===== config.mk =====
export PLATFORM = sky130hd
export DESIGN_NAME = mfi_front
export DESIGN_NICKNAME = d
export VERILOG_FILES = /design/src/hw/rtl/mfi_pkg.sv /design/src/hw/rtl/mfi_front.sv
export SDC_FILE = /design/constraint.sdc
export NUM_CORES = 1
export LEC_CHECK = 0
export BUFFER_PORTS_ARGS = -buffer_cell sky130_fd_sc_hd__buf_2
export CELL_PAD_IN_SITES_DETAIL_PLACEMENT = 1
export CELL_PAD_IN_SITES_GLOBAL_PLACEMENT = 2
export CORE_MARGIN = 2
export CORE_UTILIZATION = 10
export DETAILED_ROUTE_END_ITERATION = 8
export GPL_ROUTABILITY_DRIVEN = 0
export PLACE_DENSITY_LB_ADDON = 0.1
export RECOVER_POWER = 50
export SETUP_SLACK_MARGIN = 0.15
export SLEW_MARGIN = 30
export SYNTH_ARGS = -nofsm -noshare
export SYNTH_HDL_FRONTEND = slang
export SYNTH_SLANG_ARGS = --single-unit

===== constraint.sdc =====
create_clock -name vclk -period 2
set_input_delay 0.3 -clock vclk [all_inputs]
set_output_delay 0.3 -clock vclk [all_outputs]
set_load 0.01 [all_outputs]

===== src/hw/rtl/mfi_pkg.sv =====
// shared types, constants and helper functions of the mlp inference block
// no dependencies
package mfi_pkg;

    localparam int unsigned MAX_WEIGHT_LAYERS_DEF = 4;
    localparam int unsigned MAX_NEURONS_DEF       = 16;
    localparam int unsigned VALUE_WIDTH_DEF       = 16;
    localparam int unsigned CMD_QUEUE_DEPTH       = 2;

    localparam int unsigned SIZE_W     = 5;
    localparam int unsigned LCOUNT_W   = 3;
    localparam int unsigned CFG_IDX_W  = 3;
    localparam int unsigned CFG_DATA_W = 5;
    localparam int unsigned FIELD_W    = 16;
    localparam int unsigned ACC_W      = 64;

    localparam logic [CFG_IDX_W-1:0] CFG_ACT_KIND     = 3'd0;
    localparam logic [CFG_IDX_W-1:0] CFG_LAYER_COUNT  = 3'd1;
    localparam logic [CFG_IDX_W-1:0] CFG_INPUT_SIZE   = 3'd2;
    localparam logic [CFG_IDX_W-1:0] CFG_HIDDEN_ONE   = 3'd3;
    localparam logic [CFG_IDX_W-1:0] CFG_HIDDEN_TWO   = 3'd4;
    localparam logic [CFG_IDX_W-1:0] CFG_HIDDEN_THREE = 3'd5;

    localparam int unsigned SIG_DEPTH = 256;
    localparam int unsigned SIG_W     = 9;
    localparam logic [63:0] EXP_STEP  = 64'd4034748382;

    typedef enum logic {
        ACT_RELU    = 1'b0,
        ACT_SIGMOID = 1'b1
    } t_act;

    typedef enum logic [2:0] {
        ST_IDLE,
        ST_MAC,
        ST_DRAIN,
        ST_ROUND,
        ST_ACT
    } t_state;

    typedef struct packed {
        t_act              act_kind;
        logic [LCOUNT_W-1:0] layer_count;
        logic [SIZE_W-1:0] input_size;
        logic [SIZE_W-1:0] hidden_one_size;
        logic [SIZE_W-1:0] hidden_two_size;
        logic [SIZE_W-1:0] hidden_three_size;
    } t_cfg;

    typedef struct packed {
        logic is_weight;
        logic store_feat;
        logic last;
    } t_cmd_ctl;

    typedef logic [SIG_DEPTH-1:0][SIG_W-1:0] t_sig_rom;

    // shift and subtract long division, only used while building constants
    function automatic logic [63:0] udiv64(input logic [63:0] num, input logic [63:0] den);
        logic [63:0] quo;
        logic [63:0] rem;
        quo = '0;
        rem = '0;
        for (int b = 63; b >= 0; b--) begin
            rem = {rem[62:0], num[b]};
            if (rem >= den) begin
                rem    = rem - den;
                quo[b] = 1'b1;
            end
        end
        return quo;
    endfunction

    // sigmoid table over [-8,8) in steps of 1/16, built at elaboration
    function automatic t_sig_rom gen_sig_rom();
        t_sig_rom     rom;
        logic [63:0]  e;
        logic [63:0]  den;
        logic [127:0] prod;
        rom = '0;
        e   = 64'd1 << 32;
        for (int m = 0; m <= 128; m++) begin
            den = (64'd1 << 32) + e;
            if (m < 128) rom[128 + m] = SIG_W'(udiv64((64'd1 << 40) + (den >> 1), den));
            if (m >= 1) rom[128 - m] = SIG_W'(udiv64((e << 8) + (den >> 1), den));
            prod = 128'(e) * 128'(EXP_STEP);
            e    = 64'((prod + (128'd1 << 31)) >> 32);
        end
        return rom;
    endfunction

    localparam t_sig_rom SIG_ROM = gen_sig_rom();

    // zero acts as one, oversize clamps to the neuron limit
    function automatic logic [8:0] eff_size(input logic [SIZE_W-1:0] r,
                                            input int unsigned max_n);
        logic [8:0] res;
        if (r == '0) res = 9'd1;
        else if (32'(r) > max_n) res = 9'(max_n);
        else res = 9'(r);
        return res;
    endfunction

endpackage


===== src/hw/rtl/mfi_front.sv =====
// front end: classifies accepted items into queue commands
// depends on mfi_pkg
module mfi_front #(
    parameter int unsigned MAX_WEIGHT_LAYERS = 4,
    parameter int unsigned MAX_NEURONS       = 16,
    parameter int unsigned VALUE_WIDTH       = 16,
    parameter int unsigned ADDR_W            = 11,
    parameter int unsigned NIDX_W            = 4
) (
    input  mfi_pkg::t_cfg                   i_cfg,
    input  logic                            i_accept,
    input  logic                            i_kind,
    input  logic [1:0]                      i_layer_index,
    input  logic [4:0]                      i_row_index,
    input  logic [3:0]                      i_column_index,
    input  logic signed [15:0]              i_value,
    input  logic                            i_last_feature,
    output logic                            o_push,
    output mfi_pkg::t_cmd_ctl               o_ctl,
    output logic [ADDR_W-1:0]               o_addr,
    output logic [NIDX_W-1:0]               o_fidx,
    output logic signed [VALUE_WIDTH-1:0]   o_val
);
    import mfi_pkg::*;

    localparam longint VMAX = (longint'(1) << (VALUE_WIDTH - 1)) - 1;
    localparam longint VMIN = -VMAX - 1;

    logic in_range;
    logic store_feat;

    assign in_range = (32'(i_layer_index) < MAX_WEIGHT_LAYERS)
                   && (32'(i_row_index) <= MAX_NEURONS)
                   && (32'(i_column_index) < MAX_NEURONS);
    assign store_feat = 9'(i_row_index) < eff_size(i_cfg.input_size, MAX_NEURONS);

    always_comb begin
        if (longint'(i_value) > VMAX) o_val = VALUE_WIDTH'(VMAX);
        else if (longint'(i_value) < VMIN) o_val = VALUE_WIDTH'(VMIN);
        else o_val = VALUE_WIDTH'(i_value);
    end

    assign o_addr = ADDR_W'((int'(i_layer_index) * (MAX_NEURONS + 1) + int'(i_row_index))
                            * MAX_NEURONS + int'(i_column_index));
    assign o_fidx = NIDX_W'(i_row_index);

    assign o_ctl.is_weight  = !i_kind;
    assign o_ctl.store_feat = i_kind && store_feat;
    assign o_ctl.last       = i_kind && i_last_feature;

    // dropped weight writes and unstored non-last features never enter the queue
    assign o_push = i_accept && (i_kind ? (store_feat || i_last_feature) : in_range);
endmodule


==> flow_summary.toml, run 1 <==
[run_status]
status = "complete, no violations"

[setup_path]
cp_top_family = "adder cells"
worstSetupPathType = "in -> out"
cp.depth = 8
required_ps = 1700
crit_path_start = "i_row_index[1]"
crit_path_end = "o_addr[9]"
crit_top_cell = "ha_4"
path_buf_inv = 3
start_kind = "primary input"
critPathMaxStageDelay_ps = 350
end_kind = "output pin"
cpMaxStageDelayCell = "fa_2"
crit_path_max_fanout = 2
crit_chain = "buf_8 > ha_4 > ha_4 > inv_2 > fa_2 > nand3b_1 > xnor2_2 > buf_2"
cp_data_arrival_time_ps = 1650

[die]
fp-row-count = 23
core_um2 = 4090
die_area_um2 = 4880
die_h_um = 69.9
ios = 89
initial_core_util_pct = 10.6
die_w_um = 69.9

[place]
dpl_cell_area_um2 = 587
hpwlAfterDp_um = 1360
io_buffers = 30

[power]
peakVddDrop_uv = 56.0
p_per_area_nw_per_um2 = 249
leakage_nw = 0.371

[min_path]
hp-class = "in -> out"

[timing]
fin_crit_ps = 1950
timing.hold.ws_ps = 600
worst_pin_slew_ps = 279
max_slew_margin_pct = 81.1
setup_viol = 0
hold_viol = 0
min_period_over_period_pct = 97.5
setup_tns_ps = 0
final-max-slew-violation-count = 0
max_freq_ghz = 0.513
grt_setup_unrepaired = "yes"

[global_routing]
antenna_found_initial = 0
globalRouteOverflowTotal = 0
grt_use_total_pct = 6.17
grt_pass1_vias = 524
grt_pass1_wl_um = 2530
grt_max_degree = 7

[route]
dr.pass1.iters = 3
wirelength_um = 1480
wl_per_cell_um = 11.5
viasPerCell = 3.52
ant_nets = 0
drc = 0
via_count = 454
drt_iter0_drc = 2

[logic_synthesis]
syn_nets = 130
synth_area_um2 = 434
yosysSeqAreaShare_pct = 0
synth_area_leaders = "ha_1 29%, buf_4 14%, clkbuf_1 14%, inv_1 6.9%, xnor2_1 6.1%"
synth_top_cell_area_share_pct = 28.8
yosysMostFrequentCell = "clkbuf_1"
ys_types = 20
yosys.area.top_type = "ha_1"
syn_inst = 65
yosysWarnings = 0
synth_commonest_cells = "16 x clkbuf_1, 10 x ha_1, 8 x buf_4, 8 x inv_1, 4 x nand2_1"
avgSynthCellArea_um2 = 6.68

[job]
maxCapViolations = 0

[finish]
fill_cells = 511
multi_input_area_um2 = 380
nFlopsAndLatches = 0
design_area_um2 = 707
regArea_um2 = 0
layout-drive-gt1-share_pct = 65.8
syn_to_final_growth_pct = 62.8
clock_buffers = 0
fin_nets = 146
n_antenna_cell = 0

[clock_tree]
ctsHoldBuffers = 0
## where the power goes
part	switching, W	internal (W)
Sequential	0	0
Clock	0	0
Combinational	0.0000855	0.0000903
## timing repair
| item | 4_1_cts | 5_1_grt |
|---|---|---|
| gates resized for setup | 17 | 6 |
| endpoints found under the setup margin | 5 | 4 |
| pin swaps | 9 | 6 |
| setup buffers | 1 | 0 |
## stage by stage
stage | setup WS [ps] | cells | power (W) | utilization (%)
detailed placement | -151 | 128 | 0.000147 | 14.4
CTS | -11.1 | 129 | 0.000173 | 16.6
floorplan | 176 | 65 | 0.000106 | -
global route | -2.98 | 129 | 0.000198 | 17.3
global placement | -127 | 128 | 0.000146 | 14.4
finish | 50.8 | 129 | 0.000176 | 17.3
## cell usage in the layout, fill, tap and decap left out, types with 2 or more instances in the layout
master	instances
a21o_1	2
buf_2	27
buf_4	9
ha_1	6
ha_4	4
inv_1	6
nand2_1	2
nand2_4	2
nor2_1	2
xnor2_2	2
## routing by layer
metal | wire (um) | track usage, %
met1 | 670 | 8.20
met2 | 646 | 10.1
met3 | 156 | 1.88
met4 | 10 | 0.855
met5 | 0 | 0
## logic make-up after synthesis
kind of cell | synth area share, %
AO/OA/AOI/OAI | 16.4
XOR/XNOR | 6.05
adder cells (fa/ha/maj) | 33.4
buffers and inverters | 34.6
AND/OR/NAND/NOR | 9.51
## layout make-up
type               count  area share, %
multi-input cells     33           53.8
well taps             50           8.85
inverters              8           4.96
repair buffers        38           32.4
## how the worst min path moves through the flow
stage                      startpoint         to  slack, ps  cells past startpoint
finish                    i_value[14]  o_val[14]        600                      0
global route               i_value[1]   o_val[1]        600                      0
CTS                 i_column_index[2]  o_addr[2]        600                      0
detailed placement  i_column_index[2]  o_addr[2]        600                      0
global placement    i_column_index[2]  o_addr[2]        600                      0
floorplan                      i_kind   o_ctl[2]        660                      1
Power figures use the tool's default switching activity.
==> inputs of run 2 (changes only) <==
--- a/config.mk
+++ b/config.mk
@@ -12,7 +12,7 @@
 export CORE_UTILIZATION = 10
 export DETAILED_ROUTE_END_ITERATION = 8
 export GPL_ROUTABILITY_DRIVEN = 0
-export PLACE_DENSITY_LB_ADDON = 0.1
+export PLACE_DENSITY = 0.94
 export RECOVER_POWER = 50
 export SETUP_SLACK_MARGIN = 0.15
 export SLEW_MARGIN = 30
==> run 2 against run 1 <==
Flip-flop and latch count unchanged. Non-clock buffer count stayed put. Utilization rose by 0.12 points. Worst hold slack did not move. Power about the same. Die area unchanged. Highest routed layer is now met3. First-iteration DRC count grew to 3.0 times the previous value. Cell area up 0.71%. Sequential share of layout area stayed put. Fmax decreased by 1.0%. Routed wire length decreased by 5.8%. Largest power group unchanged.
==> flow_summary.toml, run 2 (synthesis results as in run 1) <==
[run_status]
status = "complete, no violations"

[setup_path]
crit_path_max_fanout = 2
required_ps = 1700
cp_data_arrival_time_ps = 1670
start_kind = "primary input"
end_kind = "output pin"
worstSetupPathType = "in -> out"

[finish]
syn_to_final_growth_pct = 64.0
regArea_um2 = 0
layout-drive-gt1-share_pct = 67.1
final_core_util_pct = 17.4
layout_common_cells = "27 x buf_2, 6 x inv_1, 6 x ha_1, 6 x buf_4, 4 x ha_4"
n_antenna_cell = 0
fin_cells = 129
final_common_cell = "buf_2"
clock_buffers = 0
nFlopsAndLatches = 0
design_area_um2 = 712
fin_nets = 146

[job]
maxCapViolations = 0

[route]
wl_per_cell_um = 10.8
drt_iter0_drc = 6
ant_nets = 0
viasPerCell = 3.53
drc = 0
dr.pass1.iters = 2
wirelength_um = 1400
via_count = 455

[power]
fin_total_pwr_w = 0.000176
peakVddDrop_uv = 37.6
p_per_area_nw_per_um2 = 247
leakage_nw = 0.367

[place]
hpwlAfterDp_um = 1170
dpl_cell_area_um2 = 587
io_buffers = 30
place_inst = 128

[timing]
fin_crit_ps = 1970
grt_setup_unrepaired = "yes"
max_slew_margin_pct = 74.8
hold_viol = 0
setup_viol = 0
min_period_over_period_pct = 98.5
worst_pin_slew_ps = 373
max_freq_ghz = 0.508
final-max-slew-violation-count = 0

[die]
ios = 89
die_h_um = 69.9
fp-row-count = 23
initial_core_util_pct = 10.6
die_w_um = 69.9
core_um2 = 4090
die_area_um2 = 4880

[global_routing]
grt_pass1_vias = 489
grt_use_total_pct = 5.10
antenna_found_initial = 0
globalRouteOverflowTotal = 0
grt_pass1_wl_um = 2130
grt_max_degree = 6

[clock_tree]
ctsHoldBuffers = 0

[min_path]
hp-class = "in -> out"
## run 2: cell counts in the layout (fill, tap and decap cells not counted)
Identical to the previous run, type by type.
## run 2: critical path: stages
cell     delay [ps]
buf_8           100
ha_4            270
ha_4            130
inv_2            30
fa_2            340
buf_4           140
buf_6           110
xnor2_2         110
buf_2           140
## run 2: final cells by class
cell class	count	area, um2
Tap cell	50	62.6
Inverter	8	30.0
Multi-Input combinational cell	33	375
Fill cell	498	3370
Timing Repair Buffer	38	244
## run 2: what timing repair did
| action | in CTS | in global routing |
|---|---|---|
| buffers inserted | 0 | 1 |
| pin swaps | 7 | 4 |
| setup endpoints to repair | 5 | 4 |
| gates resized for setup | 16 | 8 |
## run 2: through the flow
step | hold WS [ps] | setup WS, ps | setup TNS [ps]
floorplan | 659 | 176 | 0
global placement | 600 | -77.9 | -126
detailed placement | 600 | -115 | -190
CTS | 600 | 2.21 | 0
global route | 600 | -22.3 | -30.0
finish | 600 | 30.5 | 0
## run 2: where the power goes
part / internal, W / leakage (nW) / switching, W / total [W]
Combinational: 0.0000920 / 0.367 / 0.0000839 / 0.000176
Clock: 0 / 0 / 0 / 0
Sequential: 0 / 0 / 0 / 0
Total: 0.0000920 / 0.367 / 0.0000839 / 0.000176
## run 2: layer usage
metal | global-route usage, % | share of wire (%) | up-vias
li1 | - | - | 222
met2 | 11.1 | 55 | 19
met5 | 0 | 0 | -
met4 | 0.214 | 0 | 0
met3 | 1.01 | 8.5 | 0
met1 | 5.00 | 37 | 214
## run 2: path summary, 6_finish.rpt
check / from / to / slack (ps) / cells past startpoint
worst max-delay path: i_layer_index[1] / o_addr[7] / 30 / 9
worst min-delay path: i_column_index[0] / o_addr[0] / 600 / 0
