**config.mk**
```make
export PLATFORM = sky130hd
export DESIGN_NAME = mfi_cmd_fifo
export DESIGN_NICKNAME = d
export VERILOG_FILES = /design/src/hw/rtl/mfi_cmd_fifo.sv
export SDC_FILE = /design/constraint.sdc
export NUM_CORES = 1
export LEC_CHECK = 0
export ABC_AREA = 0
export BUFFER_PORTS_ARGS = -buffer_cell sky130_fd_sc_hd__buf_2
export CORE_MARGIN = 8
export CORE_UTILIZATION = 55
export DETAILED_ROUTE_END_ITERATION = 16
export PLACE_DENSITY = 0.88
export SYNTH_ARGS = -nofsm -noshare
export SYNTH_HDL_FRONTEND = slang
export SYNTH_SLANG_ARGS = --single-unit
```
**constraint.sdc**
```tcl
create_clock -name i_clk -period 6.4 [get_ports i_clk]
set_clock_uncertainty 0.1 [all_clocks]
set_input_delay 0.96 -clock i_clk [delete_from_list [all_inputs] [get_ports i_clk]]
set_output_delay 0.96 -clock i_clk [all_outputs]
set_load 0.05 [all_outputs]
```
**src/hw/rtl/mfi_cmd_fifo.sv**
```systemverilog
// short command queue between the front and back ends
// no dependencies
module mfi_cmd_fifo #(
    parameter int unsigned WIDTH = 32,
    parameter int unsigned DEPTH = 2
) (
    input  logic             i_clk,
    input  logic             i_rst_n,
    input  logic             i_push,
    input  logic [WIDTH-1:0] i_data,
    input  logic             i_pop,
    output logic [WIDTH-1:0] o_head,
    output logic             o_empty,
    output logic             o_full
);
    localparam int unsigned PTR_W = (DEPTH > 1) ? $clog2(DEPTH) : 1;
    localparam int unsigned CNT_W = $clog2(DEPTH + 1);

    logic [WIDTH-1:0] r_mem [DEPTH];
    logic [PTR_W-1:0] r_wptr, r_rptr;
    logic [CNT_W-1:0] r_count;
    logic             do_push, do_pop;

    assign o_empty = (r_count == '0);
    assign o_full  = (r_count == CNT_W'(DEPTH));
    assign do_push = i_push && !o_full;
    assign do_pop  = i_pop && !o_empty;
    assign o_head  = r_mem[r_rptr];

    always_ff @(posedge i_clk) begin
        if (!i_rst_n) begin
            r_wptr  <= '0;
            r_rptr  <= '0;
            r_count <= '0;
        end else begin
            if (do_push) begin
                r_wptr <= (r_wptr == PTR_W'(DEPTH - 1)) ? '0 : r_wptr + 1'b1;
            end
            if (do_pop) begin
                r_rptr <= (r_rptr == PTR_W'(DEPTH - 1)) ? '0 : r_rptr + 1'b1;
            end
            if (do_push && !do_pop) r_count <= r_count + 1'b1;
            else if (do_pop && !do_push) r_count <= r_count - 1'b1;
        end
    end

    always_ff @(posedge i_clk) begin
        if (do_push) begin
            r_mem[r_wptr] <= i_data;
        end
    end
endmodule

```
==> results_dict.tcl, run 1 <==
set metrics [dict create \
    cp-end-kind "output port" \
    comb_power_share 0.370 \
    antenna_left 0 \
    cts_buffer_depth 2 \
    area_growth_pct 23.7 \
    synthCells 125 \
    gp_congestion 0.661 \
    dpl.cell_count 245 \
    post-cts-setup-buffer-count 0 \
    grt_max_degree 33 \
    path_clk_slew_ns 0.07 \
    ys_types 21 \
    drive_above_1_share 0.545 \
    cp-start-kind "flop" \
    postLayoutCoreUtil 0.711 \
    ys_seq_area_frac 0.797 \
    vias 1328 \
    post-route-period-util 0.434 \
    relSlewSlack 0.509 \
    cts_tree "built" \
    hp-class "flop to flop" \
    grt_first_pass_wirelength_mm 7.26 \
    worst_pin_slew_ns 0.734 \
    arrival_ns 1.72 \
    synth_seq_cells 69 \
    gr-total-overflow 0 \
    diodes 0 \
    max_freq_mhz 360 \
    critical_path_peak_fanout 29 \
    syn-cell-area_um2 2540 \
    whs_ns 0.440 \
    intPower_w 0.000897 \
    p_sw_frac 0.384 \
    cts_buffers 9 \
    ios 70 \
    core_um2 4410 \
    finalHoldViolations 0 \
    synth_area_leaders "edfxtp_1, mux2_2, dfxtp_1, mux2_1, buf_2" \
    rsz0062_at_grt "false" \
    initial_core_util 0.575 \
    track_usage 0.134 \
    p_per_area_nw_per_um2 464 \
    syn_nets 162 \
    slew_violations 0 \
    wl_per_cell_um 17.5 \
    grt_pass1_vias 1495 \
    die_h_um 83.9 \
    max-vdd-ir-drop_mv 0.373 \
    pwr-share-seq 0.407 \
    worstPathRequired_ns 5.34 \
    cts.sinks 69 \
    synthFlopType "edfxtp_1" \
    clock_power_share 0.224 \
    routed_wl_mm 4.56 \
    drv_cap 0 \
    drt_iter0_markers 97 \
    cts_hold_buf 0 \
    vias_per_cell 5.09 \
    yosysTopAreaCell "edfxtp_1" \
    p_leak_nw 1.20 \
    syn_area_per_cell_um2 20.3 \
    rows 24 \
    synthArstFlopShare 0 \
    die_w_um 83.9 \
    port-buffer-count 69 \
    final.setup.tns_ns 0 \
    path_class "flop to output port" \
    netlist.area_leader.share 0.758 \
    outcome "finished clean" \
    drc 0 \
    die-area_um2 7040 \
    dp_hpwl_mm 3.18 \
    clk_latency_ns 0.32 \
    cts-htree-levels 3 \
    period_needed_ns 2.78 \
    synth-edff-count 64 \
    yosysWarnings 0 \
    layout.nets 241 \
    power_switching_w 0.000559 \
    firstDrtPassIters 4 \
    root_buffer "clkbuf_8" \
    fin_cells 261 \
    cts.repair.resized 0 \
    setup_violations 0 \
    antenna_found_initial 0 \
]
==> layout by cell type, fill, tap and decap left out <==
cell type   netlist  routed
o21ai_1           1       1
and3_1            1       1
clkbuf_8          0       9
inv_1             1       1
a21boi_0          1       1
o21ai_0           1       1
bufinv_16         0       1
clkinv_2          0       2
a21boi_1          1       1
nor3_4            0       1
mux2_2           27      27
buf_2             4      69
clkinvlp_4        0       1
edfxtp_1         64      64
ha_1              1       1
or3_1             1       1
buf_4             0       3
inv_2             1       1
clkbuf_1          0       2
nand2b_1          1       1
clkinv_1          0       1
nor2_1            2       2
and2_1            3       3
xnor2_1           2       2
dfxtp_1           5       5
xor2_1            1       1
o21a_1            1       1
mux2_1            5       5
==> metal layers <==
layer  GRT usage  part of all wire  vias to the layer above  routed length (µm)
met5           0                 0                        -                   0
met4      0.0801             0.014                        0                  62
met3      0.0479             0.050                        4                 227
met2       0.225              0.53                       39                2430
met1       0.139              0.40                      640                1840
li1            -                 -                      645                   -
==> logic make-up (layout without fill, tap and decap cells) <==
kind of cell    count (synthesis)  after routing  synth area share
mux                            32             32             0.142
fa+ha+maj                       1              1           0.00493
flops                          69             69             0.797
compound gates                  5              5            0.0128
simple gates                    9              9            0.0217
xor+xnor                        3              3            0.0104
buf+inv                         6             90            0.0109
==> flip-flops by register name (all words and copies together) (netlist names), named ones only <==
signal and flops:
r_mem 64, r_rptr 1, r_wptr 1, r_count 2
==> final timing paths <==
path,start,end,slack (ns),cells past startpoint
worst max-delay path,flop,o_head[29],3.62,3
worst min-delay path,r_count[1]$_SDFFE_PN0P_,r_count[1]$_SDFFE_PN0P_,0.44,2
worst max register to register,r_count[0]$_SDFFE_PN0P_,r_mem[0][21]$_DFFE_PP_,4.34,4
worst min register to register,r_count[1]$_SDFFE_PN0P_,r_count[1]$_SDFFE_PN0P_,0.44,2
==> Yosys cell counts (all sizes together) (2+ instances only) <==
library cell and instances:
edfxtp 64, nor2 2, inv 2, buf 4
mux2 32, xnor2 2, a21boi 2, o21ai 2
dfxtp 5, and2 3
==> final cells by class <==
class / instances / area [µm²]
repair buffers: 72 / 368
clock buffers: 11 / 131
well taps: 52 / 65.1
multi-input cells: 50 / 493
clock inverters: 5 / 51.3
flip-flops and latches: 69 / 2020
fillers: 293 / 1280
inverters: 2 / 7.51
==> worst max-delay path: stages (launching register included) <==
cell and delay (ns):
dfxtp_1 0.40, buf_4 0.39, mux2_2 0.39, buf_2 0.21
==> through the flow <==
stage	total power (W)	worst slack [ns]	cell area, µm²
finish	0.00146	3.62	3140
global route	0.00151	3.52	3140
CTS	0.00147	3.59	3140
detailed placement	0.00114	3.80	2960
global placement	0.00113	3.85	2960
floorplan	0.00103	3.55	2540
==> power groups by stage <==
| stage | logic, W | clock network (W) | registers, W |
|---|---|---|---|
| detailed placement | 0.000543 | 0 | 0.000602 |
| finish | 0.000538 | 0.000325 | 0.000592 |
| CTS | 0.000546 | 0.000332 | 0.000593 |
| floorplan | 0.000432 | 0 | 0.000593 |
| global route | 0.000569 | 0.000346 | 0.000599 |
| global placement | 0.000537 | 0 | 0.000597 |
(Power assumes the default switching activity.)
==> inputs of run 2 (changes only) <==
CORE_UTILIZATION = 46   (was 55)
PLACE_DENSITY = 0.79   (was 0.88)
clock period = 2.35 ns   (was 6.4 ns; I/O delays follow)
==> run 2 against run 1 <==
Compared with the run above:
- register-to-register slack lost 3.7 ns
- wire length shrank 3.2%
- cell area rose by 1.4%
- highest routed layer unchanged
==> results_dict.tcl, run 2 (synthesis gave the netlist of run 1 again) <==
set metrics [dict create \
    critical_path_peak_fanout 21 \
    worstPathRequired_ns 1.90 \
    post-cts-setup-buffer-count 0 \
    top_regs "r_mem x64, r_count x2" \
    r2r_slack_ns 0.61 \
    vias_per_cell 4.66 \
    setup_violations 0 \
    root_buffer "clkbuf_8" \
    p_per_area_nw_per_um2 1250 \
    die-area_um2 8150 \
    wl_per_cell_um 15.6 \
    layout_commonest_cell "buf_2" \
    p_leak_nw 1.22 \
    post-route-period-util 0.842 \
    layout_common_cells "buf_2, edfxtp_1, mux2_2, clkbuf_8, buf_4" \
    cts_hold_buf 0 \
    slew_violations 0 \
    largest_reg_flops 64 \
    core_um2 5410 \
    max_freq_mhz 505 \
    outcome "finished clean" \
    power_w 0.00397 \
    rows 27 \
    reg2reg_depth 6 \
    worstReg2RegStart "r_count[0]$_SDFFE_PN0P_" \
    final.setup.tns_ns 0 \
    cts_tree "built" \
    hold_start "i_data[14]" \
    r2r-end "r_count[1]$_SDFFE_PN0P_" \
    cts_buffers 9 \
    drv_cap 0 \
    grt_max_degree 22 \
    clk_latency_ns 0.32 \
    initial_core_util 0.469 \
    dp_hpwl_mm 3.21 \
    met1_usage 0.121 \
    finalHoldViolations 0 \
    use_met2 0.184 \
    drt_iter0_markers 41 \
    ios 70 \
    antenna_left 0 \
    crit_path_end "o_head[5]" \
    die_w_um 90.3 \
    gp_congestion 0.710 \
    die_h_um 90.3 \
    layout.nets 244 \
    cts.sinks 69 \
    area_growth_pct 25.5 \
    antenna_found_initial 0 \
    use_met3 0.0507 \
    path_class "flop to output port" \
    track_usage 0.112 \
    cp-end-kind "output port" \
    arrival_ns 1.53 \
    port-buffer-count 69 \
    routed_wl_mm 4.42 \
    path_clk_slew_ns 0.07 \
    cts.repair.resized 0 \
    regMostFlops "r_mem" \
    grt_busiest_layer "met2" \
    period_needed_ns 1.98 \
    cts-htree-levels 3 \
    max-vdd-ir-drop_mv 0.848 \
    worst_pin_slew_ns 0.280 \
    hp-class "input port to flop" \
    rsz0062_at_grt "false" \
    firstDrtPassIters 4 \
    diodes 0 \
    cp-start-kind "flop" \
    grt_first_pass_wirelength_mm 7.18 \
    vias 1318 \
    gr-total-overflow 0 \
    drive_above_1_share 0.555 \
    cts_buffer_depth 2 \
    relSlewSlack 0.814 \
    drc 0 \
    grt_pass1_vias 1516 \
]
## run 2: worst min path at each step
stage,slack [ns],endpoint,cells after the start
5_1_grt,0.1,r_mem[0][3]$_DFFE_PP_,1
6_report,0.12,r_mem[1][14]$_DFFE_PP_,1
4_1_cts,0.1,r_mem[1][27]$_DFFE_PP_,1
2_1_floorplan,0.35,r_mem[0][0]$_DFFE_PP_,0
3_5_place_dp,0.42,r_count[1]$_SDFFE_PN0P_,2
3_3_place_gp,0.40,r_count[1]$_SDFFE_PN0P_,2
## run 2: through the flow
step                hold WS (ns)  area (µm²)   util  instances  setup WS, ns
floorplan                  0.351        2540      -        125         0.332
global route              0.0973        3180  0.589        283         0.263
finish                     0.118        3180  0.589        283         0.371
global placement           0.404        3000  0.556        268         0.707
CTS                       0.0966        3180  0.589        283         0.336
detailed placement         0.421        3000  0.556        268         0.631
## run 2: layer usage
| layer | up-vias | routed length (µm) | part of all wire |
|---|---|---|---|
| li1 | 645 | - | - |
| met1 | 627 | 1840 | 0.42 |
| met2 | 42 | 2240 | 0.51 |
| met3 | 4 | 306 | 0.069 |
| met4 | 0 | 28 | 0.0063 |
| met5 | - | 0 | 0 |
## run 2: critical path, stage by stage, from the launching register on
cell and delay, ns:
dfxtp_1 0.33, buf_4 0.29, mux2_2 0.38, buf_2 0.21
## run 2: final cells by class
class                   count  area, µm²
multi-input cells          50        493
repair buffers             75        390
well taps                  72       90.1
clock buffers              10        128
flip-flops and latches     69       2020
clock inverters             5       52.6
fillers                   421       2220
inverters                   2       7.51
## run 2: power breakdown
group / total [W] / leakage (nW) / internal, W / switching, W
sequential: 0.00160 / 0.639 / 0.00155 / 0.0000551
combinational: 0.00149 / 0.484 / 0.000428 / 0.00107
clock: 0.000874 / 0.0935 / 0.000479 / 0.000395
total: 0.00397 / 1.22 / 0.00245 / 0.00152
==> inputs of run 3 (changes only) <==
clock period = 1.7 ns   (was 2.35 ns; I/O delays follow)
==> run 3 against run 2 <==
Compared with the run above:
- flip-flop and latch count stayed put
- the flow now finishes with violations (negative setup slack)
- cell area is 19% higher
- power is 63% higher
- count of clock-buffer cells in the layout is 1 lower
- core utilization is 11 points higher
- combinational power is 80% higher
- non-clock buffer count is 24 higher
- clock power is 75% higher
==> results_dict.tcl, run 3 (synthesis gave the netlist of run 1 again) <==
set metrics [dict create \
    path_clk_slew_ns 0.07 \
    outcome "complete, but fails checks" \
    clk_latency_ns 0.32 \
    drv_cap 0 \
    met1_usage 0.127 \
    hold_depth 1 \
    die_w_um 90.3 \
    cts_buffer_depth 2 \
    rows 27 \
    place_ws_ns 0.0902 \
    cts-htree-levels 3 \
    antenna_found_initial 1 \
    grt_first_pass_wirelength_mm 8.21 \
    worstReg2RegStart "r_count[1]$_SDFFE_PN0P_" \
    wl_per_cell_um 16.4 \
    max_freq_mhz 576 \
    die_h_um 90.3 \
    core_um2 5410 \
    postLayoutCoreUtil 0.703 \
    cts_tree "built" \
    cp-start-kind "flop" \
    violations "negative setup slack" \
    firstDrtPassIters 4 \
    drive_above_1_share 0.534 \
    period_needed_ns 1.74 \
    max-vdd-ir-drop_mv 1.34 \
    p_leak_nw 1.47 \
    setup_violations 19 \
    dp_hpwl_mm 3.33 \
    comb_power_share 0.416 \
    relSlewSlack 0.835 \
    nFillCells 357 \
    track_usage 0.128 \
    p_sw_frac 0.350 \
    hp-class "input port to flop" \
    layout_commonest_cell "edfxtp_1" \
    rsz0062_at_grt "true" \
    hold_start "i_data[28]" \
    grt_pass1_vias 1737 \
    intPower_w 0.00420 \
    final.setup.worst_slack_ns -0.0374 \
    worst_pin_slew_ns 0.246 \
    post-cts-setup-buffer-count 0 \
    grt_busiest_layer "met2" \
    finalHoldViolations 0 \
    largest_reg_flops 64 \
    antenna_left 0 \
    path_class "flop to output port" \
    p_per_area_nw_per_um2 1700 \
    vias_per_cell 4.79 \
    cp-end-kind "output port" \
    diodes 0 \
    area_growth_pct 49.9 \
    port-buffer-count 69 \
    reg2reg_depth 6 \
    cts.sinks 69 \
    root_buffer "clkbuf_8" \
    post-route-period-util 1.02 \
    use_met2 0.221 \
    regMostFlops "r_mem" \
    arrival_ns 1.38 \
    layout_common_cells "edfxtp_1, buf_2, buf_6, dlygate4sd3_1, mux2_2" \
    gr-total-overflow 0 \
    slew_violations 0 \
    cts_buffers 9 \
    grt_max_degree 19 \
    ios 70 \
    pwr-share-seq 0.347 \
    critical_path_peak_fanout 17 \
    layout.nets 268 \
    routed_wl_mm 5.06 \
    vias 1475 \
    die-area_um2 8150 \
    clock_power_share 0.237 \
    gp_congestion 0.702 \
    worstPathRequired_ns 1.34 \
    drt_iter0_markers 34 \
    power_switching_w 0.00226 \
    drc 0 \
    top_regs "r_mem x64, r_count x2" \
    use_met3 0.0565 \
    initial_core_util 0.469 \
]
[run 3: cell count changes in the layout (fill, tap and decap cells not counted), sizes merged]
cell and delta:
clkbuf -1, clkinvlp +1, dlygate4sd3 +24, clkinv -1, bufinv +2
[run 3: what timing repair did]
action	in CTS	in global routing
endpoints found under the hold margin	47	0
gates cloned	0	0
hold buffers	24	0
resized for setup	69	12
endpoints found under the setup margin	32	32
[run 3: through the flow]
stage / instances / hold WS [ns] / cell area (µm²) / total power, W / TNS [ns]
2_1_floorplan: 125 / 0.254 / 2560 / 0.00390 / -7.62
3_3_place_gp: 268 / 0.342 / 3070 / 0.00443 / 0
3_5_place_dp: 268 / 0.346 / 3070 / 0.00447 / 0
4_1_cts: 308 / 0.0000819 / 3760 / 0.00645 / -1.53
5_1_grt: 308 / 0.00127 / 3800 / 0.00670 / -1.91
6_report: 308 / 0.0227 / 3800 / 0.00645 / -0.416
[run 3: worst paths after layout]
path / to / slack, ns
setup / recovery: o_head[16] / -0.04
hold / removal: r_mem[1][28]$_DFFE_PP_ / 0.02
setup reg to reg: r_count[1]$_SDFFE_PN0P_ / 0.09
hold reg to reg: r_count[1]$_SDFFE_PN0P_ / 0.45
[run 3: layout make-up]
cell class	count	area (µm²)	area share
Sequential cell	69	2030	0.533
Timing Repair Buffer	99	881	0.232
Multi-Input combinational cell	50	554	0.146
Clock buffer	9	124	0.0326
Clock inverter	7	114	0.0299
Tap cell	72	90.1	0.0237
Inverter	2	12.5	0.00329
[run 3: worst max-delay path, stage by stage (launching register included)]
cell	delay [ns]
dfxtp_4	0.37
buf_12	0.16
mux2_2	0.36
buf_6	0.16
[run 3: layer usage]
layer	routed length (µm)	up-vias
li1	-	700
met1	1980	711
met2	2620	49
met3	352	13
met4	102	2
met5	13	-
[run 3: power by group through the flow]
stage          clock (W)  sequential [W]  combinational (W)
2_1_floorplan          0         0.00224            0.00166
3_3_place_gp           0         0.00225            0.00218
3_5_place_dp           0         0.00227            0.00220
4_1_cts          0.00158         0.00224            0.00263
5_1_grt          0.00163         0.00226            0.00280
6_report         0.00153         0.00224            0.00268
