File: config.mk
export PLATFORM = sky130hd
export DESIGN_NAME = mfi_back
export DESIGN_NICKNAME = d
export VERILOG_FILES = /design/src/hw/rtl/mfi_pkg.sv /design/src/hw/rtl/mfi_back.sv
export SDC_FILE = /design/constraint.sdc
export NUM_CORES = 2
export LEC_CHECK = 0
export BUFFER_PORTS_ARGS = -buffer_cell sky130_fd_sc_hd__buf_2
export CORE_MARGIN = 2
export CORE_UTILIZATION = 40
export CTS_CLUSTER_SIZE = 20
export DETAILED_ROUTE_END_ITERATION = 7
export MAX_ROUTING_LAYER = met4
export PLACE_DENSITY_LB_ADDON = 0.25
export SLEW_MARGIN = 20
export SYNTH_ARGS = -nofsm -noshare
export SYNTH_HDL_FRONTEND = slang
export SYNTH_SLANG_ARGS = --single-unit
File: constraint.sdc
create_clock -name i_clk -period 20.9 [get_ports i_clk]
set_input_delay 1.045 -clock i_clk [delete_from_list [all_inputs] [get_ports i_clk]]
set_output_delay 1.045 -clock i_clk [all_outputs]
set_load 0.02 [all_outputs]
File: src/hw/rtl/mfi_pkg.sv
// shared types, constants and helper functions of the mlp inference block
// no dependencies
package mfi_pkg;

    localparam int unsigned MAX_WEIGHT_LAYERS_DEF = 4;
    localparam int unsigned MAX_NEURONS_DEF       = 16;
    localparam int unsigned VALUE_WIDTH_DEF       = 16;
    localparam int unsigned CMD_QUEUE_DEPTH       = 2;

    localparam int unsigned SIZE_W     = 5;
    localparam int unsigned LCOUNT_W   = 3;
    localparam int unsigned CFG_IDX_W  = 3;
    localparam int unsigned CFG_DATA_W = 5;
    localparam int unsigned FIELD_W    = 16;
    localparam int unsigned ACC_W      = 64;

    localparam logic [CFG_IDX_W-1:0] CFG_ACT_KIND     = 3'd0;
    localparam logic [CFG_IDX_W-1:0] CFG_LAYER_COUNT  = 3'd1;
    localparam logic [CFG_IDX_W-1:0] CFG_INPUT_SIZE   = 3'd2;
    localparam logic [CFG_IDX_W-1:0] CFG_HIDDEN_ONE   = 3'd3;
    localparam logic [CFG_IDX_W-1:0] CFG_HIDDEN_TWO   = 3'd4;
    localparam logic [CFG_IDX_W-1:0] CFG_HIDDEN_THREE = 3'd5;

    localparam int unsigned SIG_DEPTH = 256;
    localparam int unsigned SIG_W     = 9;
    localparam logic [63:0] EXP_STEP  = 64'd4034748382;

    typedef enum logic {
        ACT_RELU    = 1'b0,
        ACT_SIGMOID = 1'b1
    } t_act;

    typedef enum logic [2:0] {
        ST_IDLE,
        ST_MAC,
        ST_DRAIN,
        ST_ROUND,
        ST_ACT
    } t_state;

    typedef struct packed {
        t_act              act_kind;
        logic [LCOUNT_W-1:0] layer_count;
        logic [SIZE_W-1:0] input_size;
        logic [SIZE_W-1:0] hidden_one_size;
        logic [SIZE_W-1:0] hidden_two_size;
        logic [SIZE_W-1:0] hidden_three_size;
    } t_cfg;

    typedef struct packed {
        logic is_weight;
        logic store_feat;
        logic last;
    } t_cmd_ctl;

    typedef logic [SIG_DEPTH-1:0][SIG_W-1:0] t_sig_rom;

    // shift and subtract long division, only used while building constants
    function automatic logic [63:0] udiv64(input logic [63:0] num, input logic [63:0] den);
        logic [63:0] quo;
        logic [63:0] rem;
        quo = '0;
        rem = '0;
        for (int b = 63; b >= 0; b--) begin
            rem = {rem[62:0], num[b]};
            if (rem >= den) begin
                rem    = rem - den;
                quo[b] = 1'b1;
            end
        end
        return quo;
    endfunction

    // sigmoid table over [-8,8) in steps of 1/16, built at elaboration
    function automatic t_sig_rom gen_sig_rom();
        t_sig_rom     rom;
        logic [63:0]  e;
        logic [63:0]  den;
        logic [127:0] prod;
        rom = '0;
        e   = 64'd1 << 32;
        for (int m = 0; m <= 128; m++) begin
            den = (64'd1 << 32) + e;
            if (m < 128) rom[128 + m] = SIG_W'(udiv64((64'd1 << 40) + (den >> 1), den));
            if (m >= 1) rom[128 - m] = SIG_W'(udiv64((e << 8) + (den >> 1), den));
            prod = 128'(e) * 128'(EXP_STEP);
            e    = 64'((prod + (128'd1 << 31)) >> 32);
        end
        return rom;
    endfunction

    localparam t_sig_rom SIG_ROM = gen_sig_rom();

    // zero acts as one, oversize clamps to the neuron limit
    function automatic logic [8:0] eff_size(input logic [SIZE_W-1:0] r,
                                            input int unsigned max_n);
        logic [8:0] res;
        if (r == '0) res = 9'd1;
        else if (32'(r) > max_n) res = 9'(max_n);
        else res = 9'(r);
        return res;
    endfunction

endpackage

File: src/hw/rtl/mfi_back.sv
// back end: executes queued commands and sequences the layer passes
// depends on mfi_pkg; drives the weight ram read port
module mfi_back #(
    parameter int unsigned MAX_WEIGHT_LAYERS = 4,
    parameter int unsigned MAX_NEURONS       = 16,
    parameter int unsigned VALUE_WIDTH       = 16,
    parameter int unsigned ADDR_W            = 11,
    parameter int unsigned NIDX_W            = 4,
    parameter int unsigned CNT_W             = 5,
    parameter int unsigned LCNT_W            = 3
) (
    input  logic                          i_clk,
    input  logic                          i_rst_n,
    input  mfi_pkg::t_cfg                 i_cfg,
    input  logic                          i_empty,
    input  mfi_pkg::t_cmd_ctl             i_head_ctl,
    input  logic [NIDX_W-1:0]             i_head_fidx,
    input  logic signed [VALUE_WIDTH-1:0] i_head_val,
    output logic                          o_pop,
    output logic                          o_ram_we,
    output logic [ADDR_W-1:0]             o_ram_raddr,
    input  logic signed [VALUE_WIDTH-1:0] i_ram_rdata,
    output logic                          o_valid,
    output logic signed [15:0]            o_prediction,
    output logic                          o_saturated
);
    import mfi_pkg::*;

    localparam int unsigned VW     = VALUE_WIDTH;
    localparam int unsigned PROD_W = 2 * VW;
    localparam longint VMAX = (longint'(1) << (VW - 1)) - 1;
    localparam longint VMIN = -VMAX - 1;
    localparam logic signed [ACC_W:0] ACC_MAX = 65'sh0_3FFF_FFFF_FFFF_FFFF;
    localparam logic signed [ACC_W:0] ACC_MIN = -ACC_MAX;
    localparam logic [ADDR_W-1:0] LAYER_STRIDE = ADDR_W'((MAX_NEURONS + 1) * MAX_NEURONS);

    t_state r_state, n_state;

    logic [LCNT_W-1:0] r_layer, r_nl;
    logic [ADDR_W-1:0] r_base;
    logic [CNT_W-1:0]  r_prev, r_cur, r_t;
    logic [NIDX_W-1:0] r_j;
    logic              r_sel;
    logic signed [VW-1:0] r_feat [MAX_NEURONS];
    logic signed [VW-1:0] r_act [2][MAX_NEURONS];
    logic signed [VW-1:0] r_src_d;
    logic              r_bias_d, r_rd_v;
    logic signed [PROD_W-1:0] r_prod;
    logic              r_prod_v;
    logic signed [ACC_W-1:0] r_acc;
    logic signed [VW-1:0] r_q;
    logic              r_sat;
    logic              r_valid;
    logic signed [15:0] r_pred;
    logic              r_out_sat;

    // control decode
    logic start, feat_we, issue, is_out;

    // datapath
    logic [CNT_W-1:0]  row;
    logic [NIDX_W-1:0] src_idx;
    logic signed [VW-1:0] src_val;
    logic signed [PROD_W-1:0] mul, bias_p;
    logic signed [ACC_W:0] sum, acc_clip, rnd, shr;
    logic              acc_flag;
    logic signed [VW-1:0] q_clip;
    logic              q_flag;
    logic signed [VW:0] sidx;
    logic [7:0]        rom_idx;
    logic [SIG_W-1:0]  rom_val;
    logic signed [VW-1:0] act_val;
    logic              act_flag;
    logic signed [15:0] pred_val;
    logic              pred_flag;
    logic [LCNT_W-1:0] start_nl, lnext;
    logic [CNT_W-1:0]  start_cur, next_cur;

    // next state
    always_comb begin
        n_state = r_state;
        unique case (r_state)
            ST_IDLE:  if (start) n_state = ST_MAC;
            ST_MAC:   if (r_t == r_prev) n_state = ST_DRAIN;
            ST_DRAIN: if (!r_rd_v && !r_prod_v) n_state = ST_ROUND;
            ST_ROUND: n_state = ST_ACT;
            ST_ACT:   n_state = is_out ? ST_IDLE : ST_MAC;
            default:  n_state = ST_IDLE;
        endcase
    end

    // control outputs
    always_comb begin
        o_pop    = (r_state == ST_IDLE) && !i_empty;
        o_ram_we = o_pop && i_head_ctl.is_weight;
        start    = o_pop && !i_head_ctl.is_weight && i_head_ctl.last;
        feat_we  = o_pop && !i_head_ctl.is_weight && i_head_ctl.store_feat;
        issue    = (r_state == ST_MAC);
    end

    assign is_out = (LCNT_W'(r_layer + 1'b1) == r_nl);

    // term zero is the bias row, then the previous activations (the features in layer zero) in order
    assign row         = (r_t == '0) ? r_prev : r_t - 1'b1;
    assign o_ram_raddr = r_base + ADDR_W'(row) * ADDR_W'(MAX_NEURONS) + ADDR_W'(r_j);
    assign src_idx     = NIDX_W'(r_t - 1'b1);
    assign src_val     = (r_layer == '0) ? r_feat[src_idx] : r_act[~r_sel][src_idx];

    assign mul    = i_ram_rdata * r_src_d;
    assign bias_p = i_ram_rdata <<< 8;
    assign sum    = r_acc + r_prod;

    always_comb begin
        acc_flag = 1'b0;
        acc_clip = sum;
        if (sum > ACC_MAX) begin
            acc_clip = ACC_MAX;
            acc_flag = 1'b1;
        end else if (sum < ACC_MIN) begin
            acc_clip = ACC_MIN;
            acc_flag = 1'b1;
        end
    end

    // round half up to Q.8 and clip to the value range
    assign rnd = r_acc + 128;
    assign shr = rnd >>> 8;

    always_comb begin
        q_flag = 1'b0;
        q_clip = VW'(shr);
        if (shr > VMAX) begin
            q_clip = VW'(VMAX);
            q_flag = 1'b1;
        end else if (shr < VMIN) begin
            q_clip = VW'(VMIN);
            q_flag = 1'b1;
        end
    end

    assign sidx = (VW + 1)'((r_q >>> 4) + 128);

    always_comb begin
        if (sidx < 0) rom_idx = 8'd0;
        else if (sidx > 255) rom_idx = 8'd255;
        else rom_idx = 8'(sidx);
        rom_val  = SIG_ROM[rom_idx];
        act_flag = 1'b0;
        if (i_cfg.act_kind == ACT_RELU) begin
            act_val = (r_q < 0) ? '0 : r_q;
        end else if (longint'(rom_val) > VMAX) begin
            act_val  = VW'(VMAX);
            act_flag = 1'b1;
        end else begin
            act_val = VW'(rom_val);
        end
    end

    always_comb begin
        pred_flag = 1'b0;
        pred_val  = 16'(r_q);
        if (longint'(r_q) > 32767) begin
            pred_val  = 16'sh7FFF;
            pred_flag = 1'b1;
        end else if (longint'(r_q) < -32768) begin
            pred_val  = 16'sh8000;
            pred_flag = 1'b1;
        end
    end

    // layer geometry at start and at each layer change
    always_comb begin
        if (i_cfg.layer_count == '0) start_nl = LCNT_W'(1);
        else if (32'(i_cfg.layer_count) > MAX_WEIGHT_LAYERS) start_nl = LCNT_W'(MAX_WEIGHT_LAYERS);
        else start_nl = LCNT_W'(i_cfg.layer_count);
        start_cur = (start_nl == LCNT_W'(1)) ? CNT_W'(1)
                  : CNT_W'(eff_size(i_cfg.hidden_one_size, MAX_NEURONS));
        lnext = LCNT_W'(r_layer + 1'b1);
        if (LCNT_W'(lnext + 1'b1) == r_nl) next_cur = CNT_W'(1);
        else if (lnext == LCNT_W'(1)) next_cur = CNT_W'(eff_size(i_cfg.hidden_two_size, MAX_NEURONS));
        else next_cur = CNT_W'(eff_size(i_cfg.hidden_three_size, MAX_NEURONS));
    end

    always_ff @(posedge i_clk) begin
        if (!i_rst_n) begin
            r_state  <= ST_IDLE;
            r_rd_v   <= 1'b0;
            r_prod_v <= 1'b0;
            r_valid  <= 1'b0;
        end else begin
            r_state  <= n_state;
            r_rd_v   <= issue;
            r_prod_v <= r_rd_v;
            r_valid  <= (r_state == ST_ACT) && is_out;
        end
    end

    always_ff @(posedge i_clk) begin
        if (feat_we) begin
            r_feat[i_head_fidx] <= i_head_val;
        end
        r_src_d  <= src_val;
        r_bias_d <= (r_t == '0);
        r_prod   <= r_bias_d ? bias_p : mul;
        if (r_prod_v) begin
            r_acc <= ACC_W'(acc_clip);
            if (acc_flag) r_sat <= 1'b1;
        end
        if (issue && (r_t != r_prev)) begin
            r_t <= r_t + 1'b1;
        end
        if (start) begin
            r_layer <= '0;
            r_nl    <= start_nl;
            r_base  <= '0;
            r_prev  <= CNT_W'(eff_size(i_cfg.input_size, MAX_NEURONS));
            r_cur   <= start_cur;
            r_j     <= '0;
            r_t     <= '0;
            r_sel   <= 1'b0;
            r_acc   <= '0;
            r_sat   <= 1'b0;
        end
        if (r_state == ST_ROUND) begin
            r_q <= q_clip;
            if (q_flag) r_sat <= 1'b1;
        end
        if (r_state == ST_ACT) begin
            r_t   <= '0;
            r_acc <= '0;
            if (is_out) begin
                r_pred    <= pred_val;
                r_out_sat <= r_sat || pred_flag;
            end else begin
                r_act[r_sel][r_j] <= act_val;
                if (act_flag) r_sat <= 1'b1;
                if (CNT_W'(r_j) + 1'b1 == r_cur) begin
                    r_layer <= lnext;
                    r_base  <= r_base + LAYER_STRIDE;
                    r_prev  <= r_cur;
                    r_cur   <= next_cur;
                    r_j     <= '0;
                    r_sel   <= ~r_sel;
                end else begin
                    r_j <= r_j + 1'b1;
                end
            end
        end
    end

    assign o_valid      = r_valid;
    assign o_prediction = r_pred;
    assign o_saturated  = r_out_sat;
endmodule

==> metrics.md <==
| Metric | Value |
|---|---|
| Sequential area share after synthesis | `49.2%` |
| DRT antenna net count | `0` |
| Hold worst-path end | `r_prod_v` |
| RSZ-0062 raised after global routing | `false` |
| Final GP Congestion | `0.936` |
| Final critical-path share of the clock period | `36.4%` |
| DR pass1 iterations | `6` |
| Req. time, crit path | `21.43 ns` |
| Fin. Hold Viols | `0` |
| Root buffer cell | `clkbuf_16` |
| Routed WL | `144 mm` |
| Cell taking the most area after synthesis | `edfxtp_1` |
| CTS clk-pin slew, worst paths | `0.07 ns` |
| Crit path max fanout | `16` |
| Post-synth EDFFs | `776` |
| CTS hold repair buffers | `0` |
| Cell area after synthesis | `53500 µm²` |
| Layout cells sized above 1 | `15.2%` |
| Avg WL per Cell | `23.4 µm` |
| Die ar. | `137000 µm²` |
| Global Route Usage Sum | `21.8%` |
| Drt drc | `0` |
| Reg-to-Reg Start | `r_src_d[1]` |
| CTS resizes | `0` |
| Slew @ Worst Pin | `1.26 ns` |
| Die Height | `370 µm` |
| Reg2Reg Setup Slack | `13.30 ns` |
| Post CTS Setup Buffer Count | `0` |
| Drt first-iter violations | `3101` |
| Register Area | `26300 µm²` |
| DR vias | `34.8k` |
| Hold depth | `1` |
| Worst setup SP type | `flop` |
| Vias in the first global route | `35.0k` |
| Share of the synthesized area in the top cell type | `43.5%` |
| CTS max path bufs | `3` |
| Top FF cell, synth | `edfxtp_1` |
| Critical path's largest stage delay | `0.96 ns` |
| Synth unique cells | `106` |
| Width of the die | `370 µm` |
| WP data arrival | `8.13 ns` |
| Multi-input logic area | `25000 µm²` |
| CTS tree | `built` |
| Worst hold path class | `reg2reg` |
| Clock Sinks | `926` |
| Hold WS | `0.453 ns` |
| Final setup TNS | `0 ns` |
| Seq cells post-synth | `926` |
| Worst skew pair latency | `0.73 ns` |
| Top cells by count, synth | `776 x edfxtp_1, 397 x nand2_1, 382 x inv_1` |
| Hold Startpoint | `r_rd_v` |
| Critical Path End Type | `flop` |
| Drt via density | `5.66` |
| Top cells by area, synth | `edfxtp_1 44%, fa_1 9.9%, mux4_2 9.7%` |
| Status | `finished, final reports clean` |
| Top-count cell post-synth | `edfxtp_1` |
| CTS Buf Count | `97` |
| Nets | `4794` |
| Port bufs | `96` |
| Area of the core | `133000 µm²` |
| Initial antenna violation count | `5` |
| Mean post-synth cell area | `12.6 µm²` |
| # fillers | `12.1k` |
| Final HPWL DP | `98.2 mm` |
| Reg2reg end | `r_prod[31]` |
| Post-layout minimum cycle time | `7.60 ns` |
| Worst path cell trace | `nand2_1 > inv_1 > fa_1 > fa_1 > fa_1 > fa_1 > fa_1 > inv_1 > fa_1 > inv_1 > ha_1 > a21o_1 > a21o_1 > a21oi_1 > o21ai_0 > a211oi_1 > o21bai_1 > a21oi_1 > nor2_1 > or3_1 > a31oi_1 > xnor2_1 > o21ai_0` |
| Final Slew Violations | `0` |
| Syn. warnings | `0` |
| Crit-path slowest cell | `dfxtp_1` |
| Cell mode on critical path | `fa_1` |
| FFs w/ async S/R, synth | `0%` |
| Largest net degree at the start of global routing | `61` |
| Max-Cap Viols | `0` |
| Area growth syn-to-layout | `10.6%` |
| FP Rows | `134` |
| R2R cell count | `23` |
| Htree depth | `3` |
| I/O pins | `97` |
| Worst slew margin | `15.5%` |
| Worst Skew | `0.0583 ns` |
| Global-route wire length before repair | `219 mm` |
| F_max | `131 MHz` |
| Initial Utilization | `40.2%` |
| # setup viols final | `0` |
| Synth Instances | `4245` |
| GRT overflow | `0` |
| Mapped Nets | `4757` |
| Setup CP Type | `reg2reg` |
[worst max-delay path, delay by kind of cell (launching register included)]
family / cells / cell delay, ns
buffers and inverters: 3 / 0.27
AO/OA/AOI/OAI: 9 / 1.69
XOR/XNOR: 1 / 0.14
flip-flops: 1 / 0.96
AND/OR/NAND/NOR: 3 / 0.75
adder cells (fa/ha/maj): 7 / 3.59
[per-stage QoR]
step / cell area [µm²] / worst slack [ns] / util (%) / std cells
2_1_floorplan: 53500 / 13.67 / - / 4245
3_5_place_dp: 55900 / 13.01 / 42.0 / 5950
6_report: 59200 / 13.30 / 44.5 / 6139
5_1_grt: 59200 / 12.81 / 44.5 / 6137
3_3_place_gp: 55900 / 13.13 / 42.0 / 5950
4_1_cts: 59100 / 13.35 / 44.4 / 6132
[logic make-up (layout without fill, tap and decap cells)]
group / count (synthesis) / count (layout) / share of synthesized area [%]
AO/OA/AOI/OAI: 714 / 714 / 9.02
XOR/XNOR: 148 / 148 / 2.42
adder cells (fa/ha/maj): 446 / 446 / 14.1
buffers and inverters: 605 / 725 / 4.64
flip-flops: 926 / 926 / 49.2
multiplexers: 258 / 258 / 10.2
other: 0 / 6 / 0
AND/OR/NAND/NOR: 1148 / 1148 / 10.4
[routing by layer]
metal | global-route usage, % | wire length, µm
met5 | - | 0
met4 | 7.32 | 4760
met3 | 3.35 | 8610
met2 | 34.6 | 69000
met1 | 28.8 | 61500
[sequential cells by signal (all words and copies together) (netlist names), 3 cells and up]
name	count
r_q	16
r_t	5
r_prev	5
r_layer	3
r_j	4
r_act	480
r_base	11
r_src_d	16
r_feat	256
o_prediction	16
r_cur	5
r_state	3
r_acc	64
r_nl	3
r_prod	32
[how the worst max path moves through the flow]
| stage | cells after the start | end | startpoint |
|---|---|---|---|
| final | 23 | r_prod[31] | r_src_d[1] |
| after global routing | 21 | r_prod[31] | r_src_d[1] |
| after CTS | 23 | r_prod[31] | r_src_d[1] |
| after detailed placement | 25 | r_prod[31] | i_ram_rdata[5] |
| after global placement | 26 | r_prod[31] | i_ram_rdata[8] |
| after floorplan | 24 | r_prod[31] | i_ram_rdata[15] |
[final cells by class]
| class | instances | share of cell area (%) |
|---|---|---|
| flip-flops and latches | 926 | 44.4 |
| well taps | 1768 | 3.74 |
| diodes | 6 | 0.0254 |
| repair buffers | 160 | 1.64 |
| clock buffers | 114 | 4.21 |
| clock inverters | 68 | 1.21 |
| inverters | 383 | 2.43 |
| multi-input cells | 2714 | 42.3 |
[cell usage in the layout (no fill, tap or decap), drive strengths merged, types with 26 or more instances in the layout]
cell,instances
a21o,53
a21oi,143
a31oi,27
and2,134
and3,26
buf,160
clkbuf,114
clkinv,51
dfxtp,150
edfxtp,776
fa,264
ha,182
inv,384
mux4,230
nand2,398
nand2b,26
nand3,78
nand4,59
nor2,239
nor3,68
o211ai,36
o21ai,195
o311ai,46
or3,26
xnor2,86
xor2,62
Power is left out: the tool's default activity adds up to more than one toggle a clock period on the data nets, which glitch-free logic cannot reach.
